--- src/nflr_pkg.sv ---
// ----------------------------------------------------------------------------
// nflr_pkg
// Shared types and constants for the newest-first post code ring log.
// ----------------------------------------------------------------------------
package nflr_pkg;

  localparam int DEF_LOG_DEPTH      = 1024;
  localparam int DEF_MAX_READ_WORDS = 64;

  localparam int CODE_W  = 32;
  localparam int START_W = 10;
  localparam int COUNT_W = 7;
  localparam int CAP_W   = 16;
  localparam int BYTES_W = 9;

  typedef enum logic [1:0] {
    REQ_INSERT   = 2'd0,
    REQ_READ     = 2'd1,
    REQ_CLR_FILL = 2'd2,
    REQ_CLR_FLAG = 2'd3
  } req_t;

  typedef enum logic {
    ST_IDLE,
    ST_READ
  } state_t;

  typedef struct packed {
    req_t               req_type;
    logic [CODE_W-1:0]  code_word;
    logic [START_W-1:0] start_offset;
    logic [COUNT_W-1:0] word_count;
    logic [CAP_W-1:0]   capacity_bytes;
  } in_word_t;

  typedef struct packed {
    logic [CODE_W-1:0]  entry_word;
    logic               entry_valid;
    logic               last_result;
    logic [BYTES_W-1:0] bytes_returned;
    logic               code_seen;
  } out_word_t;

  // Controller to output stage
  typedef struct packed {
    logic               direct;       // load direct_word into the output register
    out_word_t          direct_word;
    logic               rd_issue;     // ring read issued this cycle
    logic               rd_last;
    logic [BYTES_W-1:0] rd_bytes;
    logic               rd_seen;
  } issue_t;

  // Output stage to controller
  typedef struct packed {
    logic out_free;     // output register can take a word this cycle
    logic stage_free;   // read data stage can take a new read this cycle
    logic stage_empty;  // no read data pending
  } status_t;

endpackage

--- src/nflr_out.sv ---
// ----------------------------------------------------------------------------
// nflr_out
// Read data stage behind the ring RAM and the output register.
// ----------------------------------------------------------------------------
module nflr_out import nflr_pkg::*; (
  input  logic              clk,
  input  logic              rst,
  input  issue_t            issue,
  input  logic [CODE_W-1:0] ram_rdata,
  output status_t           status,
  output logic              rsp_valid,
  input  logic              rsp_stall,
  output out_word_t         rsp
);

  logic               stage_vld;
  logic               stage_last;
  logic [BYTES_W-1:0] stage_bytes;
  logic               stage_seen;
  logic               out_free;
  logic               move;

  // RAM read data holds until the next read, so it serves as the stage data.
  assign out_free           = !rsp_valid || !rsp_stall;
  assign move               = stage_vld && out_free;
  assign status.out_free    = out_free;
  assign status.stage_free  = !stage_vld || move;
  assign status.stage_empty = !stage_vld;

  always_ff @(posedge clk) begin
    if (rst) begin
      stage_vld <= 1'b0;
      rsp_valid <= 1'b0;
    end else begin
      stage_vld <= issue.rd_issue || (stage_vld && !move);
      rsp_valid <= move || issue.direct || (rsp_valid && rsp_stall);
    end
  end

  always_ff @(posedge clk) begin
    if (issue.rd_issue) begin
      stage_last  <= issue.rd_last;
      stage_bytes <= issue.rd_bytes;
      stage_seen  <= issue.rd_seen;
    end
    if (move) begin
      rsp.entry_word     <= ram_rdata;
      rsp.entry_valid    <= 1'b1;
      rsp.last_result    <= stage_last;
      rsp.bytes_returned <= stage_bytes;
      rsp.code_seen      <= stage_seen;
    end else if (issue.direct) begin
      rsp <= issue.direct_word;
    end
  end

  a_one_source: assert property (@(posedge clk) disable iff (rst)
    !(issue.direct && stage_vld))
    else $error("direct word collides with pending read data");

  a_direct_room: assert property (@(posedge clk) disable iff (rst)
    issue.direct |-> out_free)
    else $error("direct word issued into a full output register");

  a_issue_room: assert property (@(posedge clk) disable iff (rst)
    issue.rd_issue |-> (!stage_vld || move))
    else $error("ring read issued over pending read data");

  a_stage_hold: assert property (@(posedge clk) disable iff (rst)
    (stage_vld && !out_free) |=> stage_vld)
    else $error("pending read data dropped");

endmodule

--- config.mk ---
export PLATFORM = sky130hd
export DESIGN_NAME = nflr_out
export DESIGN_NICKNAME = d
export VERILOG_FILES = /design/src/nflr_pkg.sv /design/src/nflr_out.sv
export SDC_FILE = /design/constraint.sdc
export NUM_CORES = 1
export LEC_CHECK = 0
export BUFFER_PORTS_ARGS = -buffer_cell sky130_fd_sc_hd__buf_2
export CAP_MARGIN = 15
export CORE_MARGIN = 2
export CORE_UTILIZATION = 40
export CTS_CLUSTER_DIAMETER = 40
export DETAILED_ROUTE_END_ITERATION = 10
export GPL_ROUTABILITY_DRIVEN = 0
export HOLD_SLACK_MARGIN = 0.03
export PLACE_DENSITY = 0.76
export SYNTH_ARGS = -nofsm -noshare
export SYNTH_HDL_FRONTEND = slang
export SYNTH_SLANG_ARGS = --single-unit
--- constraint.sdc ---
create_clock -name clk -period 2.1 [get_ports clk]
set_input_delay 0 -clock clk [delete_from_list [all_inputs] [get_ports clk]]
set_output_delay 0 -clock clk [all_outputs]
set_load 0.1 [all_outputs]
* After elaboration in Yosys (flattened, before gate mapping)
Index checks and enable logic that the tools add are counted.
Widths: inputs -> output; s select.
** Operators by class
- Reductions and logical operators :: 13
- Mux-type cells :: 2
** Operators with widths (count)
- $mux 44 :: 2
- $logic_or 1x1->1 :: 5
- $logic_not 1->1 :: 4
- $logic_and 1x1->1 :: 3
- $reduce_bool 2->1 :: 1
** Storage, ports and cells
- Input bits :: 92
- Output and inout bits :: 48
- Bits in registers :: 57
- Logic and storage cells :: 25

* Longest topological paths before layout
Gate-level depths: netlist of the first run.
- Depth in word-level cells :: 6
- Gate-level depth with buffers :: 4
- Mapped depth without buffers :: 2

* Least setup slack after synthesis of the first run
OpenSTA, ideal clock, no wires.
- Kind :: reg-to-reg
- Start point :: register rsp_valid
- End point :: register rsp[0] (netlist bit) (enable)
- Stages on the path, launching flop included :: 4
- Data required time :: 1.544 ns
- Clock period less this slack :: 2.671 ns
- Arrival time :: 2.115 ns
- Library setup time :: 0.556 ns
- Path slack :: -0.571 ns
- Buffers on the path :: 1
- Cells stage by stage :: dfxtp_1 -> a21bo_2 -> buf_6 -> nand2b_1
** Between the ends
- Longest elaborated chain between the ends :: 4
** RTL lines
- from (decl) :: line nflr_out.sv:11 : output logic rsp_valid,
- from (signal assigned) :: line nflr_out.sv:36 : rsp_valid <= move || issue.direct || (rsp_valid && rsp_stall);
- $logic_not 1->1 :: line nflr_out.sv:24 : assign out_free = !rsp_valid || !rsp_stall;
- $logic_or 1x1->1 :: line nflr_out.sv:24
- $logic_and 1x1->1 :: line nflr_out.sv:25 : assign move = stage_vld && out_free;
- $reduce_bool 2->1 (no line)
- to (signal assigned) :: line nflr_out.sv:53 : rsp <= issue.direct_word;
- to (decl) :: line nflr_out.sv:13 : output out_word_t rsp
No other way between the ends.
A chain may end at the register's enable or synchronous reset.

* Worst setup path after layout of the first run
- Start point :: register stage_vld
- End point :: register rsp[12] (netlist bit) (data pin)
** Between the ends
- Longest elaborated chain between the ends :: 2
** RTL lines
- from (decl) :: line nflr_out.sv:16 : logic stage_vld;
- from (signal assigned) :: line nflr_out.sv:35 : stage_vld <= issue.rd_issue || (stage_vld && !move);
- $logic_and 1x1->1 :: line nflr_out.sv:25
- $mux 44 :: line nflr_out.sv:46 : if (move) begin
No other way between the ends.

==> out/metrics.cfg, run 1 <==
[min_path]
worstHoldStart=ram_rdata[14]
min_delay_path_depth=3
min_path_type=in -> reg

[timing]
fin_skew_ns=0.00744
rsz0062_at_grt=false
period_needed_ns=1.93
fin_setup_tns_ns=0
tightest_slew_ns=0.506
whs_ns=0.0330
fmax_ghz=0.518
hold_viol_final=0
maxSlewViolCount=0
max_slew_margin_pct=66.5
setup_violations=0
layout_worst_path_cycle_share_pct=91.8

[worst_setup_path]
r2r_start=stage_vld$_SDFF_PP0_
end_kind=flip-flop
crit_chain=a21bo_2 -> buf_4 -> mux2i_1 -> dlygate4sd3_1
rrSetupSlack_ns=0.17
path_max_fanout=26
crit_required_ns=2.17
cp_slowest_cell=dlygate4sd3_1
path_class=reg -> reg
start_kind=flip-flop
critPathArrivalTime_ns=1.99
reg2reg_depth=4
crit_path_start=stage_vld$_SDFF_PP0_
max_stage_delay_ns=0.58

[synth]
synth_warnings=0
ys_types=14
yosys-top-cells-area=edfxtp_1, mux2i_1, inv_1, nand2_1, dfxtp_1
synthesis.area_mm2=0.00258
yosys.area.top_type_share_pct=62.9
yosysTopAreaCell=edfxtp_1
synth-seq-area-share_pct=65.2
ys_ff_latch=57
syn_avg_cell_area_um2=12.4
synthCells=208
synth_nets=300

[cts]
cts_tree=done
path_clk_slew_ns=0.07
clock-root-buffer=clkbuf_8
clk_latency_ns=0.32
clock_sinks=57
postCtsSetupBuffers=0
ctsResizeCount=0
h-tree-depth=3
cts.path.max_buffers=2
numCtsBuffers=9

[routing]
drc=0
met2_length_um=3340
dr_wl_met3_um=377
wl_per_cell_um=12.8
wl_met1_um=2230
dr.first_iter.drc_count=97
firstDrtPassIters=4
via_count=2148
detail-route-antenna-nets=0
wl_um=6110
top_layer=met4
via_per_inst=4.49

[power]
power_density_mw_per_mm2=826
p_leak_nw=2.16
peakVddDrop_uv=501
pwr-share-clk_pct=24.6
internal-power_mw=2.03
pwr-share-comb_pct=32.5
pwr-share-seq_pct=42.9
swShare_pct=37.9
p_sw_mw=1.24

[finish]
fin_nets=489
most-common-layout-cells=buf_2, edfxtp_1, dlygate4sd3_1
nFillCells=533
layout.cells.non_filler=478
design_area_mm2=0.00395
fin_util_pct=62.9
area_growth_pct=53.2
final_common_cell=buf_2
diodes=0
drive_gt1_share_pct=39.9

[die]
die-area_mm2=0.00710
die_w_um=84.3
die_y_um=84.3
io_pins=140
row_count=29
start_util_pct=41.1
fp.coreArea_mm2=0.00628

[place]
dp_cells=417
numPortBuffers=139
post-dp-hpwl_um=3910
placed_area_mm2=0.00334

[grt]
grt_max_degree=46
antenna_found_initial=0
grt_pass1_wl_um=9540
overflow=0
grt_usage_pct=17.3
grt_pass1_vias=2126

[status]
outcome=completed

[run]
maxCapViolations=0

[cell families (layout without fill, tap and decap cells)]
logic type      count (synthesis)  after routing  synth area share [%]
compound gates                  3              3                 0.776
buf+inv                        56            249                  9.80
flops                          57             57                  65.2
mux                            44             44                  17.1
simple gates                   48             48                  7.13
[critical path: cells and delay by family (launching register included)]
family / cells / cell delay [ns]
buf+inv: 2 / 0.96
compound gates: 1 / 0.23
mux: 1 / 0.14
flops: 1 / 0.34
[through the flow]
step                total power, mW  setup slack [ns]
detailed placement             2.41             0.711
floorplan                      2.21             0.212
finish                         3.26             0.171
global placement               2.40             0.736
CTS                            3.28             0.218
global route                   3.40            0.0845
[cells in the mapped netlist, drive strengths merged]
| cell type | count |
|---|---|
| nand2 | 45 |
| a21bo | 1 |
| a21oi | 2 |
| clkbuf | 4 |
| dfxtp | 3 |
| mux2i | 44 |
| nand3 | 1 |
| nand2b | 1 |
| inv | 45 |
| buf | 7 |
| edfxtp | 54 |
| nor2 | 1 |
[layer usage]
layer	vias to the layer above	track usage (%)
met3	15	4.62
met1	982	18.1
li1	1060	-
met5	-	0
met2	91	32.0
met4	0	8.50
[power by group through the flow]
stage	Sequential (mW)	Combinational, mW	Clock [mW]
3_5_place_dp	1.42	0.987	0
2_1_floorplan	2.04	0.174	0
3_3_place_gp	1.42	0.980	0
5_1_grt	1.41	1.10	0.894
6_report	1.40	1.06	0.804
4_1_cts	1.40	1.06	0.824
[sequential cells by signal, indices dropped and copies added (netlist names)]
register	flops
rsp	44
stage_bytes	9
rsp_valid	1
stage_last	1
stage_seen	1
stage_vld	1
[final timing paths]
check | endpoint
setup / recovery | rsp[12]$_DFFE_PP_
hold / removal | rsp[26]$_DFFE_PP_
setup reg to reg | rsp[12]$_DFFE_PP_
hold reg to reg | rsp[11]$_SDFFE_PP1P_
[layout make-up]
type	count	area, um2	share of cell area [%]
repair buffers	189	1200	30.3
clock inverters	5	23.8	0.602
well taps	77	96.3	2.44
flip-flops and latches	57	1680	42.6
clock buffers	10	128	3.23
multi-input cells	95	652	16.5
inverters	45	169	4.28
[what timing repair did]
item,in CTS,in global routing
hold buffers,44,2
setup endpoints to repair,0,0
endpoints found under the hold margin,37,2
No activity file was read; power rests on OpenSTA's default activity.
==> run 2: changes to the inputs <==
CORE_UTILIZATION = 44   (was 40)
CTS_CLUSTER_DIAMETER = not set   (was 40)
PLACE_DENSITY = 0.79   (was 0.76)
clock period = 1.91 ns   (was 2.1 ns; I/O delays follow)
==> out/metrics.cfg, run 2 (synthesized netlist as in run 1, its figures left out) <==
[status]
outcome=completed

[timing]
hold_viol_final=0
setup_violations=0
period_needed_ns=1.83
tightest_slew_ns=0.512
whs_ns=0.0371
max_slew_margin_pct=66.1
layout_worst_path_cycle_share_pct=95.8
setup_slack_ns=0.0796
fmax_ghz=0.546
maxSlewViolCount=0
fin_setup_tns_ns=0
fin_skew_ns=0.0120
rsz0062_at_grt=false

[routing]
dr.first_iter.drc_count=55
firstDrtPassIters=5
via_count=2201
detail-route-antenna-nets=0
wl_um=6550
via_per_inst=4.49
drc=0
wl_per_cell_um=13.4

[place]
post-dp-hpwl_um=3870
numPortBuffers=139
post-place-ws_ns=0.505
dp_cells=413
placed_area_mm2=0.00333

[finish]
largest_registers=rsp: 44 flops, stage_bytes: 9 flops
multiInputGateArea_um2=652
drive_gt1_share_pct=39.5
top_register=rsp
regArea_mm2=0.00168
layout.cells.non_filler=490
final_common_cell=buf_2
most-common-layout-cells=buf_2, dlygate4sd3_1, edfxtp_1
nFillCells=405
diodes=0
design_area_mm2=0.00417
largest_reg_flops=44
area_growth_pct=61.6
fin_nets=505

[cts]
numCtsBuffers=9
path_clk_slew_ns=0.07
h-tree-depth=3
postCtsSetupBuffers=0
clock-root-buffer=clkbuf_8
cts_tree=done
cts.path.max_buffers=2
clock_sinks=57
clk_latency_ns=0.33

[worst_setup_path]
crit_buf_inv=2
path_class=reg -> reg
worstSetupPathDepth=4
start_kind=flip-flop
cp_slowest_cell=dlygate4sd3_1
crit_chain=a21bo_2 -> buf_4 -> mux2i_1 -> dlygate4sd3_1
critPathArrivalTime_ns=1.90
reg2reg_depth=4
path_max_fanout=17
end_kind=flip-flop
max_stage_delay_ns=0.58
crit_required_ns=1.98
crit_family=buffers and inverters

[die]
die_w_um=80.6
io_pins=140
die_y_um=80.6
start_util_pct=46.3
row_count=27
fp.coreArea_mm2=0.00557
die-area_mm2=0.00649

[grt]
grt_pass1_vias=2351
grt_usage_pct=20.9
overflow=0
grt_max_degree=28
grt_pass1_wl_um=10200
antenna_found_initial=0

[power]
p_leak_nw=2.26
power_density_mw_per_mm2=958
peakVddDrop_uv=647

[min_path]
min_path_type=in -> reg
min_delay_path_depth=3

[run]
maxCapViolations=0

run 2: cell count changes in the layout (fill, tap and decap cells not counted), sizes merged:
cell | previous run | this run
clkinv | 5 | 2
dlygate4sd3 | 46 | 61
bufinv | 0 | 2
buf | 143 | 144
clkinvlp | 0 | 1
inv | 45 | 46
run 2: worst min-delay path: stages:
cell	delay (ns)
buf_2	0.07
inv_1	0.03
mux2i_1	0.12
run 2: routing by layer:
| metal | global-route usage (%) | vias up | wire length [um] |
|---|---|---|---|
| met3 | 4.38 | 16 | 434 |
| met2 | 40.3 | 91 | 3610 |
| met4 | 10.3 | 0 | 178 |
| li1 | - | 1086 | - |
| met1 | 20.9 | 1008 | 2330 |
| met5 | 0 | - | 0 |
run 2: where the power goes:
| part | internal, mW | switching [mW] | total [mW] |
|---|---|---|---|
| Clock | 0.774 | 0.491 | 1.26 |
| Combinational | 0.290 | 0.898 | 1.19 |
| Sequential | 1.51 | 0.0315 | 1.54 |
run 2: through the flow:
| stage | power [mW] | utilization, % |
|---|---|---|
| 2_1_floorplan | 2.43 | - |
| 3_3_place_gp | 2.63 | 59.7 |
| 3_5_place_dp | 2.64 | 59.7 |
| 4_1_cts | 4.00 | 74.7 |
| 5_1_grt | 4.14 | 74.7 |
| 6_report | 3.99 | 74.7 |
run 2: layout make-up:
| type | count | share of cell area [%] |
|---|---|---|
| Sequential cell | 57 | 40.4 |
| Timing Repair Buffer | 205 | 32.3 |
| Multi-Input combinational cell | 95 | 15.6 |
| Tap cell | 72 | 2.16 |
| Clock inverter | 6 | 2.16 |
| Inverter | 45 | 4.05 |
| Clock buffer | 10 | 3.30 |
run 2: path summary, 6_finish.rpt:
path,start,to,slack (ns)
max reg2reg,stage_vld$_SDFF_PP0_,rsp[21]$_DFFE_PP_,0.08
min reg2reg,rsp[11]$_SDFFE_PP1P_,rsp[11]$_SDFFE_PP1P_,0.49
min,ram_rdata[25],rsp[37]$_DFFE_PP_,0.04
max,stage_vld$_SDFF_PP0_,rsp[21]$_DFFE_PP_,0.08
run 2: timing repair:
action                     in CTS  in global routing
hold endpoints to repair       47                  0
gates resized for setup         0                  1
setup endpoints to repair       0                  5
hold buffers                   61                  0
