`src/nflr_pkg.sv`:
```
// ----------------------------------------------------------------------------
// nflr_pkg
// Shared types and constants for the newest-first post code ring log.
// ----------------------------------------------------------------------------
package nflr_pkg;

  localparam int DEF_LOG_DEPTH      = 1024;
  localparam int DEF_MAX_READ_WORDS = 64;

  localparam int CODE_W  = 32;
  localparam int START_W = 10;
  localparam int COUNT_W = 7;
  localparam int CAP_W   = 16;
  localparam int BYTES_W = 9;

  typedef enum logic [1:0] {
    REQ_INSERT   = 2'd0,
    REQ_READ     = 2'd1,
    REQ_CLR_FILL = 2'd2,
    REQ_CLR_FLAG = 2'd3
  } req_t;

  typedef enum logic {
    ST_IDLE,
    ST_READ
  } state_t;

  typedef struct packed {
    req_t               req_type;
    logic [CODE_W-1:0]  code_word;
    logic [START_W-1:0] start_offset;
    logic [COUNT_W-1:0] word_count;
    logic [CAP_W-1:0]   capacity_bytes;
  } in_word_t;

  typedef struct packed {
    logic [CODE_W-1:0]  entry_word;
    logic               entry_valid;
    logic               last_result;
    logic [BYTES_W-1:0] bytes_returned;
    logic               code_seen;
  } out_word_t;

  // Controller to output stage
  typedef struct packed {
    logic               direct;       // load direct_word into the output register
    out_word_t          direct_word;
    logic               rd_issue;     // ring read issued this cycle
    logic               rd_last;
    logic [BYTES_W-1:0] rd_bytes;
    logic               rd_seen;
  } issue_t;

  // Output stage to controller
  typedef struct packed {
    logic out_free;     // output register can take a word this cycle
    logic stage_free;   // read data stage can take a new read this cycle
    logic stage_empty;  // no read data pending
  } status_t;

endpackage

```
`src/nflr_ctrl.sv`:
```
// ----------------------------------------------------------------------------
// nflr_ctrl
// Request decode, ring pointers, fill count, received flag and read sequencer.
// ----------------------------------------------------------------------------
module nflr_ctrl import nflr_pkg::*; #(
  parameter int LOG_DEPTH      = DEF_LOG_DEPTH,
  parameter int MAX_READ_WORDS = DEF_MAX_READ_WORDS,
  localparam int PW            = $clog2(LOG_DEPTH),
  localparam int CW            = $clog2(LOG_DEPTH + 1)
) (
  input  logic              clk,
  input  logic              rst,
  input  logic              req_valid,
  output logic              req_stall,
  input  in_word_t          req,
  input  status_t           status,
  output issue_t            issue,
  output logic              ram_we,
  output logic [PW-1:0]     ram_waddr,
  output logic [CODE_W-1:0] ram_wdata,
  output logic              ram_re,
  output logic [PW-1:0]     ram_raddr
);

  localparam int SW = (CW > START_W) ? CW : START_W;
  localparam int AW = ((PW > START_W) ? PW : START_W) + 2;

  state_t state, state_next;

  logic [PW-1:0]      wp, wp_next;
  logic [CW-1:0]      fill, fill_next;
  logic               seen, seen_next;
  logic [PW-1:0]      rd_idx;
  logic [COUNT_W-1:0] rd_left;
  logic [BYTES_W-1:0] rd_bytes;
  logic               rd_last;

  logic               accept;
  logic               is_read;
  logic [SW-1:0]      fill_ext, start_ext, avail;
  logic               start_ok, cap_ok;
  logic [COUNT_W-1:0] lim, n_words;
  logic [AW-1:0]      back;
  logic [PW-1:0]      start_idx;

  // Take a new word only with the whole read path drained.
  assign req_stall = !((state == ST_IDLE) && status.out_free && status.stage_empty);
  assign accept    = req_valid && !req_stall;
  assign is_read   = (req.req_type == REQ_READ);
  assign rd_last   = (rd_left == COUNT_W'(1));

  // Entry count of a read
  assign fill_ext  = SW'(fill);
  assign start_ext = SW'(req.start_offset);
  assign start_ok  = start_ext < fill_ext;
  assign avail     = fill_ext - start_ext;
  assign cap_ok    = req.capacity_bytes >= CAP_W'({req.word_count, 2'b00});
  assign lim       = (req.word_count > COUNT_W'(MAX_READ_WORDS)) ?
                     COUNT_W'(MAX_READ_WORDS) : req.word_count;
  assign n_words   = !(cap_ok && start_ok) ? '0 :
                     (avail < SW'(lim)) ? COUNT_W'(avail) : lim;

  // Newest entry sits just below the write pointer; step back by the offset.
  assign back      = AW'(wp) - AW'(1) - AW'(req.start_offset);
  assign start_idx = back[AW-1] ? PW'(back + AW'(LOG_DEPTH)) : PW'(back);

  // Next state
  always_comb begin
    state_next = state;
    unique case (state)
      ST_IDLE: begin
        if (accept && is_read && (n_words != '0)) begin
          state_next = ST_READ;
        end
      end
      ST_READ: begin
        if (status.stage_free && rd_last) begin
          state_next = ST_IDLE;
        end
      end
    endcase
  end

  // Pointer, fill and flag updates
  always_comb begin
    wp_next   = wp;
    fill_next = fill;
    seen_next = seen;
    if (accept) begin
      unique case (req.req_type)
        REQ_INSERT: begin
          seen_next = 1'b1;
          wp_next   = (wp == PW'(LOG_DEPTH - 1)) ? '0 : wp + 1'b1;
          if (fill != CW'(LOG_DEPTH)) begin
            fill_next = fill + 1'b1;
          end
        end
        REQ_READ: begin
        end
        REQ_CLR_FILL: begin
          fill_next = '0;
        end
        REQ_CLR_FLAG: begin
          seen_next = 1'b0;
        end
      endcase
    end
  end

  // Outputs
  always_comb begin
    ram_we    = accept && (req.req_type == REQ_INSERT);
    ram_waddr = wp;
    ram_wdata = req.code_word;
    ram_re    = (state == ST_READ) && status.stage_free;
    ram_raddr = rd_idx;

    issue.direct                     = accept && !(is_read && (n_words != '0));
    issue.direct_word.entry_word     = '0;
    issue.direct_word.entry_valid    = 1'b0;
    issue.direct_word.last_result    = 1'b1;
    issue.direct_word.bytes_returned = '0;
    issue.direct_word.code_seen      = seen_next;
    issue.rd_issue                   = ram_re;
    issue.rd_last                    = rd_last;
    issue.rd_bytes                   = rd_last ? rd_bytes : '0;
    issue.rd_seen                    = seen;
  end

  always_ff @(posedge clk) begin
    if (rst) begin
      state   <= ST_IDLE;
      wp      <= '0;
      fill    <= '0;
      seen    <= 1'b0;
      rd_left <= '0;
    end else begin
      state <= state_next;
      wp    <= wp_next;
      fill  <= fill_next;
      seen  <= seen_next;
      if (accept && is_read) begin
        rd_left <= n_words;
      end else if (ram_re) begin
        rd_left <= rd_left - 1'b1;
      end
    end
  end

  // Read cursor walks toward older entries, wrapping below zero.
  always_ff @(posedge clk) begin
    if (accept && is_read) begin
      rd_idx   <= start_idx;
      rd_bytes <= BYTES_W'({n_words, 2'b00});
    end else if (ram_re) begin
      rd_idx <= (rd_idx == '0) ? PW'(LOG_DEPTH - 1) : rd_idx - 1'b1;
    end
  end

  a_fill_bound: assert property (@(posedge clk) disable iff (rst)
    fill <= CW'(LOG_DEPTH))
    else $error("fill count above ring depth");

  a_wp_bound: assert property (@(posedge clk) disable iff (rst)
    wp <= PW'(LOG_DEPTH - 1))
    else $error("write pointer out of ring");

  a_read_left: assert property (@(posedge clk) disable iff (rst)
    (state == ST_READ) |-> (rd_left != '0))
    else $error("read sequencer running with nothing left");

  a_no_write_in_read: assert property (@(posedge clk) disable iff (rst)
    ram_we |-> (state == ST_IDLE) && !ram_re)
    else $error("ring write overlaps a read sequence");

endmodule

```
`config.mk`:
```
export PLATFORM = sky130hd
export DESIGN_NAME = nflr_ctrl
export DESIGN_NICKNAME = d
export VERILOG_FILES = /design/src/nflr_pkg.sv /design/src/nflr_ctrl.sv
export SDC_FILE = /design/constraint.sdc
export NUM_CORES = 1
export LEC_CHECK = 0
export ABC_AREA = 1
export BUFFER_PORTS_ARGS = -buffer_cell sky130_fd_sc_hd__clkbuf_2
export CAP_MARGIN = 25
export CELL_PAD_IN_SITES_DETAIL_PLACEMENT = 0
export CELL_PAD_IN_SITES_GLOBAL_PLACEMENT = 1
export CORE_MARGIN = 8
export CORE_UTILIZATION = 38
export DETAILED_ROUTE_END_ITERATION = 8
export PLACE_DENSITY_LB_ADDON = 0.1
export SLEW_MARGIN = 0
export SYNTH_ARGS = -nofsm -noshare
export SYNTH_HDL_FRONTEND = slang
export SYNTH_SLANG_ARGS = --single-unit
```
`constraint.sdc`:
```
create_clock -name clk -period 12.2 [get_ports clk]
set_input_delay 2.44 -clock clk [delete_from_list [all_inputs] [get_ports clk]]
set_output_delay 2.44 -clock clk [all_outputs]
set_load 0.01 [all_outputs]
```
# After elaboration in Yosys (flattened, before gate mapping)
# Cells that the tools add are included.
# totals
ff_bits,47
latch_bits,0
ram_bits,0
mem_bits_ro,0
mem_count,0
# op_classes
add_sub_neg,8
multipliers,0
div_mod_pow,0
magnitude_cmp,4
eq_ne,7
shift,0
mux,18
bitwise_logic,1
reduce_logical,20
# ops
operator,n
$mux W10,5
$mux W7,5
$pmux W11 S2,1
$add A10 B1 Y10 const B,2
$ge A16 B9 Y1,1
$sub A11 B11 Y12,1
$add A11 B1 Y11 const B,1
$logic_and A1 B1 Y1,11
$lt A10 B11 Y1,1
$lt A11 B7 Y1,1
$mux W11,1
$ne A11 B11 Y1 const B,1
$sub A10 B1 Y11 const B,1
$sub A11 B10 Y11,1
$eq A10 B10 Y1 const B,1
$logic_not A10 Y1,1
$sub A10 B1 Y10 const B,1
$mux W9,1
$eq A7 B1 Y1 const B,1
$gt A7 B7 Y1 const B,1
$reduce_bool A7 Y1,1
$sub A7 B1 Y7 const B,1
$eq A2 B2 Y1 const B,2
$pmux W1 S2,2
other kinds (9),13

# Depth between registers and ports, before layout
# Gate-level depths: netlist of the first run.
# depth
depth_word,9
ltp_mapped,25
mapped_depth_nobuf,25

# Least setup slack after synthesis of the first run
# Ideal clock, no wire load.
# synth_timing
path_type,input -> output
from,input port req[23] (netlist bit)
to,output port issue[56] (netlist bit)
arrival_time_ns,5.140
required_ns,9.760
slack_ns,4.620
cell_stages,21
n_path_buf,0
path_cell_list,ha_1 > inv_1 > fa_1 > nand2_1 > nand2_1 > and2_1 > nand2_1 > nand2_1 > xnor2_1 > inv_1 > ha_1 > a21oi_1 > o21a_1 > nand3_2 > nor3_4 > nand3_1 > nand3_1 > nand2_1 > nor2_2 > nand2_2 > a21oi_2
# synth_rtl
item,line_no,rtl
start: declaration,nflr_ctrl.sv:15,"input in_word_t req,"
end: declaration,nflr_ctrl.sv:17,"output issue_t issue,"

==> results of run 1 <==
report_power, final:
group	switching [uW]	internal (uW)
clock network	64.0	117
logic	51.8	27.7
registers	1.20	163
cells in the mapped netlist, drive strengths merged:
library cell	n	area [sq um]
a21oi	41	220
o21ai	26	130
nand2	135	562
edfxtp	17	510
a211oi	3	22.5
xnor2	8	70.1
conb	2	7.51
nand3	35	215
o21a	1	7.51
fa	2	40.0
o2111ai	1	8.76
buf	81	608
ha	42	526
xor2	23	201
nor4	3	25.0
a32oi	1	8.76
a31oi	1	6.26
o221ai	1	8.76
o311ai	1	8.76
inv	129	487
and2	2	12.5
or2	1	6.26
nand4	13	81.3
a22oi	1	7.51
o31ai	1	7.51
o22ai	3	18.8
nor3	19	131
clkbuf	3	11.3
nor2	70	309
dfxtp	30	601
o211ai	1	7.51
nand3b	1	7.51
nor3b	2	15.0
o21bai	1	7.51
worst paths after layout:
check,slack (ns),endpoint,depth (start not counted),start
setup reg to reg,8.60,state$_SDFF_PP0_,23,fill[0]$_SDFFE_PP0P_
setup / recovery,4.08,issue[56],23,req[23]
hold / removal,0.50,fill[0]$_SDFFE_PP0P_,2,fill[0]$_SDFFE_PP0P_
hold reg to reg,0.50,fill[0]$_SDFFE_PP0P_,2,fill[0]$_SDFFE_PP0P_
cells by family after synthesis:
| logic type | after synthesis | share of synthesized area (%) |
|---|---|---|
| adder cells (fa/ha/maj) | 44 | 11.5 |
| buffers and inverters | 213 | 22.6 |
| AO/OA/AOI/OAI | 83 | 9.61 |
| flip-flops | 47 | 22.7 |
| XOR/XNOR | 31 | 5.54 |
| other | 2 | 0.153 |
| AND/OR/NAND/NOR | 281 | 27.9 |
registers in the layout (all words and copies together), names as in the netlist:
name	count
fill	11
ram_raddr	10
ram_waddr	10
rd_bytes	7
rd_left	7
seen	1
state	1
layout make-up:
cell class / instances / area (sq um)
Inverter: 129 / 487
Fill cell: 1385 / 7400
Clock inverter: 3 / 67.6
Timing Repair Buffer: 75 / 375
Sequential cell: 47 / 1110
Clock buffer: 5 / 125
Tap cell: 172 / 215
Multi-Input combinational cell: 484 / 2840
metrics by stage:
step	instance area, sq um	hold WS [ns]
2_1_floorplan	5060	0.463
3_3_place_gp	5030	0.475
3_5_place_dp	5030	0.483
4_1_cts	5220	0.494
5_1_grt	5220	0.506
6_report	5220	0.495
layer usage:
layer  share of wire (%)  up-vias  routed length, um  global-route usage, %
li1                    -     2188                  -                      -
met1                  47     1796               5740                   19.1
met2                  46      108               5630                   24.5
met3                 5.9       18                730                   2.92
met4                 1.4        0                173                   4.37
met5                   0        -                  0                      0
cell usage in the layout (no fill, tap or decap), drive strengths merged, types with 3 or more instances in the layout:
cell type	instances
o22ai	3
conb	45
edfxtp	17
xnor2	8
o21ai	26
nor3	19
ha	42
clkbuf	80
a21oi	41
inv	129
xor2	23
dfxtp	30
a211oi	3
nand3	35
nor4	3
nor2	70
nand2	135
nand4	13
critical path, stage by stage:
cell and delay, ns:
clkbuf_2 0.12, ha_1 0.14, inv_1 0.07, fa_1 0.41
nand2_1 0.09, nand2_1 0.08, and2_1 0.16, nand2_1 0.06
nand2_1 0.05, xnor2_1 0.20, inv_1 0.07, ha_1 0.33
a21oi_1 0.15, o21a_1 0.17, nand3_2 0.10, nor3_4 0.23
nand3_1 0.11, nand3_1 0.15, nand2_1 0.08, nor2_2 0.12
nand2_2 0.07, a21oi_2 0.12, clkbuf_2 0.14
==> metrics.txt, run 1 <==
remaining antenna violation count after routing 0; port bufs 75; Mean Syn Cell Area 6.99 sq um; filler-free cell count of the finished design 915; nets 859; Starting Density between 30% and 40%; Cells after DPL 907; DRT iter0 DRCs 288; maximum clock rate about 120 MHz; Worst-Margin Slew ~0.73 ns; CP Capture Type primary output; Routed wire per std cell approximately 13 um; Clock Pin Slew Worst Setup and Hold Paths approximately 0.060 ns; post-DP HPWL 10.5 mm; setup repair bufs after CTS 0; die height 130 um; global-route wire length before repair 20.0 mm; Ys Warns 0; Avg Vias per Cell 4.49; largest net degree at the start of global routing 23; Row Count 41; H-tree Lvls 2; # diodes 0; # IOs approximately 190; PwrDens 81.4 nW/um^2; endpoints failing setup 0; # DRC 0; all-layer global routing usage 14.8%; CP max FO 4; number of global-route vias before repair 4155; pre-CTS setup slack 4.07 ns; Final period util between 60 and 70%; outcome completed; hold-fix buffers at CTS 0; GP Congestion 0.806; Worst Path Required 9.76 ns; Worst-Skew Late Latency ~0.30 ns; CTS Root Cell clkbuf_16; final wirelength roughly 12 mm; Slew Viols, Final 0; Die W 130 um; initial antenna violation count 0; Finished Core Util 41.4%; layout cells sized above 1 17.6%; setup slack after layout 4.08 ns; Clock Skew 0.00735 ns; WS Path Type input port to primary output; post-synthesis register bit count 47; worst hold-check path type flop to flop; setup repair after global routing missed its margin false; core area 12600 sq um; via count 4110; area grow syn2layout 6.64%; CTS resizes 0; total power 425 uW; post-route setup TNS 0 ns; Die ar. 16800 sq um; global route total overflow 0; Fin. Hold Viols 0; Detailed Routing Iterations Pass 1 5; post-synthesis cell area 4900 sq um; clock buffer count from CTS 5; Peak VDD IR 0.0581 mV; Rel. slew slack between 50% and 60%; Syn Inst Count between 700 and 800; post-synth cell types 47; worst-case clock buffer depth 2; max cap viols 0; TritonCTS clock tree done; LEAKAGE approximately 0.0027 uW; Worst EP arrival 5.68 ns; Worst setup SP type input port; CTS Sinks 47; min Tclk post-route 8.12 ns; sequential fraction of the synthesis area ~23%
No activity file was read; power rests on OpenSTA's default activity.
==> inputs of run 2 (changes only) <==
CORE_UTILIZATION = 31   (was 38)
clock period = 6.6 ns   (was 12.2 ns; I/O delays follow)
==> metrics.txt, run 2 (synthesis gave the netlist of run 1 again) <==
Rel. slew slack 48.7% (-2.8 points); Worst-Skew Late Latency 0.29 ns (about the same); Avg Vias per Cell 4.30 (-4.2%); Worst-Margin Slew 0.768 ns (+0.0416 ns); RR Startpoint fill[0]$_SDFFE_PP0P_; global-route wire length before repair 20.5 mm (+2.1%); min-delay src fill[0]$_SDFFE_PP0P_; Critical Path Source req[23]; remaining antenna violation count after routing 0 (unchanged); endpoints failing setup 0 (unchanged); Routed wire per std cell 13.3 um (-0.52%); Clock Skew 0.00536 ns (-0.00199 ns); LEAKAGE 0.00267 uW (-0.33%); CP max stage delay 0.42 ns (about the same); CP delay by family, top simple AND/OR/NAND/NOR gates; number of filler cells placed in the layout 1782 (+29%); Slew Viols, Final 0 (unchanged); # IOs 185 (unchanged); CTS Sinks 47 (unchanged); Worst Path Required 5.28 ns (-4.48 ns); clock buffer count from CTS 5 (unchanged); post-DP HPWL 11.1 mm (+5.2%); Crit path buffers/inverters 4 (unchanged); DRT iter0 DRCs 123 (-57%); Detailed Routing Iterations Pass 1 4 (-1); register area 1110 sq um (unchanged); Worst EP arrival 4.55 ns (-1.13 ns); worst hold-check path type flop to flop; nets 859 (unchanged); Clock Pin Slew Worst Setup and Hold Paths 0.07 ns (about the same); setup repair bufs after CTS 0 (unchanged); Die ar. 20100 sq um (+20%); maximum clock rate roughly 170 MHz; # diodes 0 (unchanged); Die W 142 um (+9.4%); largest net degree at the start of global routing 23 (unchanged); Critical-path top delay cell fa_1; port bufs 75 (unchanged); post-route setup TNS 0 ns (unchanged); TritonCTS clock tree done; most frequent cells in the layout inv_1, nand2_1, clkbuf_2; all-layer global routing usage 12.6% (-2.2 points); initial antenna violation count 0 (unchanged); GP Congestion 0.819 (+1.6%); worst-case clock buffer depth 2 (unchanged); max cap viols 0 (unchanged); layout cells sized above 1 17.5% (-0.13 points); global route total overflow 0 (unchanged); WS Path Type input port to primary output; PwrDens 142 nW/um^2 (+74%); CP Capture Type primary output; core area 15700 sq um (+24%); CP max FO 4 (unchanged); die height 142 um (+9.4%); CP most frequent cell nand2_1; max reg flops 11 (unchanged); Peak VDD IR 0.0841 mV (+45%); dpl cell area 5080 sq um (+1.1%); area grow syn2layout 7.18%; most common cell after layout, fill and taps aside inv_1; outcome completed; setup repair after global routing missed its margin false; CP cell instances clkbuf_2 > ha_1 > inv_1 > fa_1 > nand2_1 > nand2_1 > and2_1 > nand2_1 > nand2_1 > xnor2_1 > inv_1 > ha_1 > a21oi_1 > o21a_1 > nand3_2 > nor3_4 > nand3_1 > nand3_1 > nand2_1 > nor2_2 > nand2_2 > a21oi_2 > clkbuf_2; CTS resizes 0 (unchanged); Largest Register fill; number of global-route vias before repair 4146 (-0.22%); hold-fix buffers at CTS 0 (unchanged); multi-input logic area 2840 sq um (unchanged); Starting Density 31.3% (-7.5 points); Fin. Hold Viols 0 (unchanged); CTS Root Cell clkbuf_16; final wirelength 12.8 mm (+4.3%); via count 4128 (+0.44%); # DRC 0 (unchanged); Worst setup SP type input port; H-tree Lvls 2 (unchanged); min Tclk post-route 5.87 ns; Final Instance Area 5250 sq um (+0.50%); Row Count 46 (+12%); Final period util 89.0%
==> run 2: power breakdown <==
group	internal (uW)	switching [uW]	total, uW
combinational	51.5	96.7	148
clock	177	115	292
sequential	301	2.25	304
==> run 2: worst reg2reg max path, delay by kind of cell (launching register included) <==
family | cells | cell delay, ns
xor+xnor | 1 | 0.19
fa+ha+maj | 3 | 0.93
flops | 1 | 0.33
simple gates | 13 | 1.35
buf+inv | 3 | 0.29
compound gates | 3 | 0.39
==> run 2: layout make-up <==
class	instances	area share, %
Tap cell	216	5.15
Clock buffer	5	2.38
Sequential cell	47	21.2
Multi-Input combinational cell	484	54.1
Timing Repair Buffer	75	7.15
Clock inverter	3	0.739
Inverter	129	9.27
==> run 2: path summary, 6_finish.rpt <==
path | end | slack [ns] | cells after the start
min reg2reg | fill[0]$_SDFFE_PP0P_ | 0.52 | 2
max reg2reg | state$_SDFF_PP0_ | 2.99 | 23
min | fill[0]$_SDFFE_PP0P_ | 0.52 | 2
max | issue[56] | 0.73 | 23
==> run 2: metrics by stage <==
step	util, %	worst slack, ns	instances	hold slack (ns)	total power, uW
2_1_floorplan	-	1.26	744	0.463	451
3_3_place_gp	32.5	0.785	951	0.478	458
3_5_place_dp	32.5	0.666	951	0.492	459
4_1_cts	33.5	0.658	959	0.503	755
5_1_grt	33.5	0.359	959	0.524	786
6_report	33.5	0.728	959	0.517	744
==> run 2: layer usage <==
| layer | GRT usage [%] | up-vias | routed length [um] |
|---|---|---|---|
| met3 | 2.86 | 13 | 721 |
| met1 | 15.7 | 1828 | 5850 |
| met4 | 3.22 | 0 | 136 |
| met2 | 21.6 | 99 | 6100 |
| met5 | 0 | - | 0 |
| li1 | - | 2188 | - |
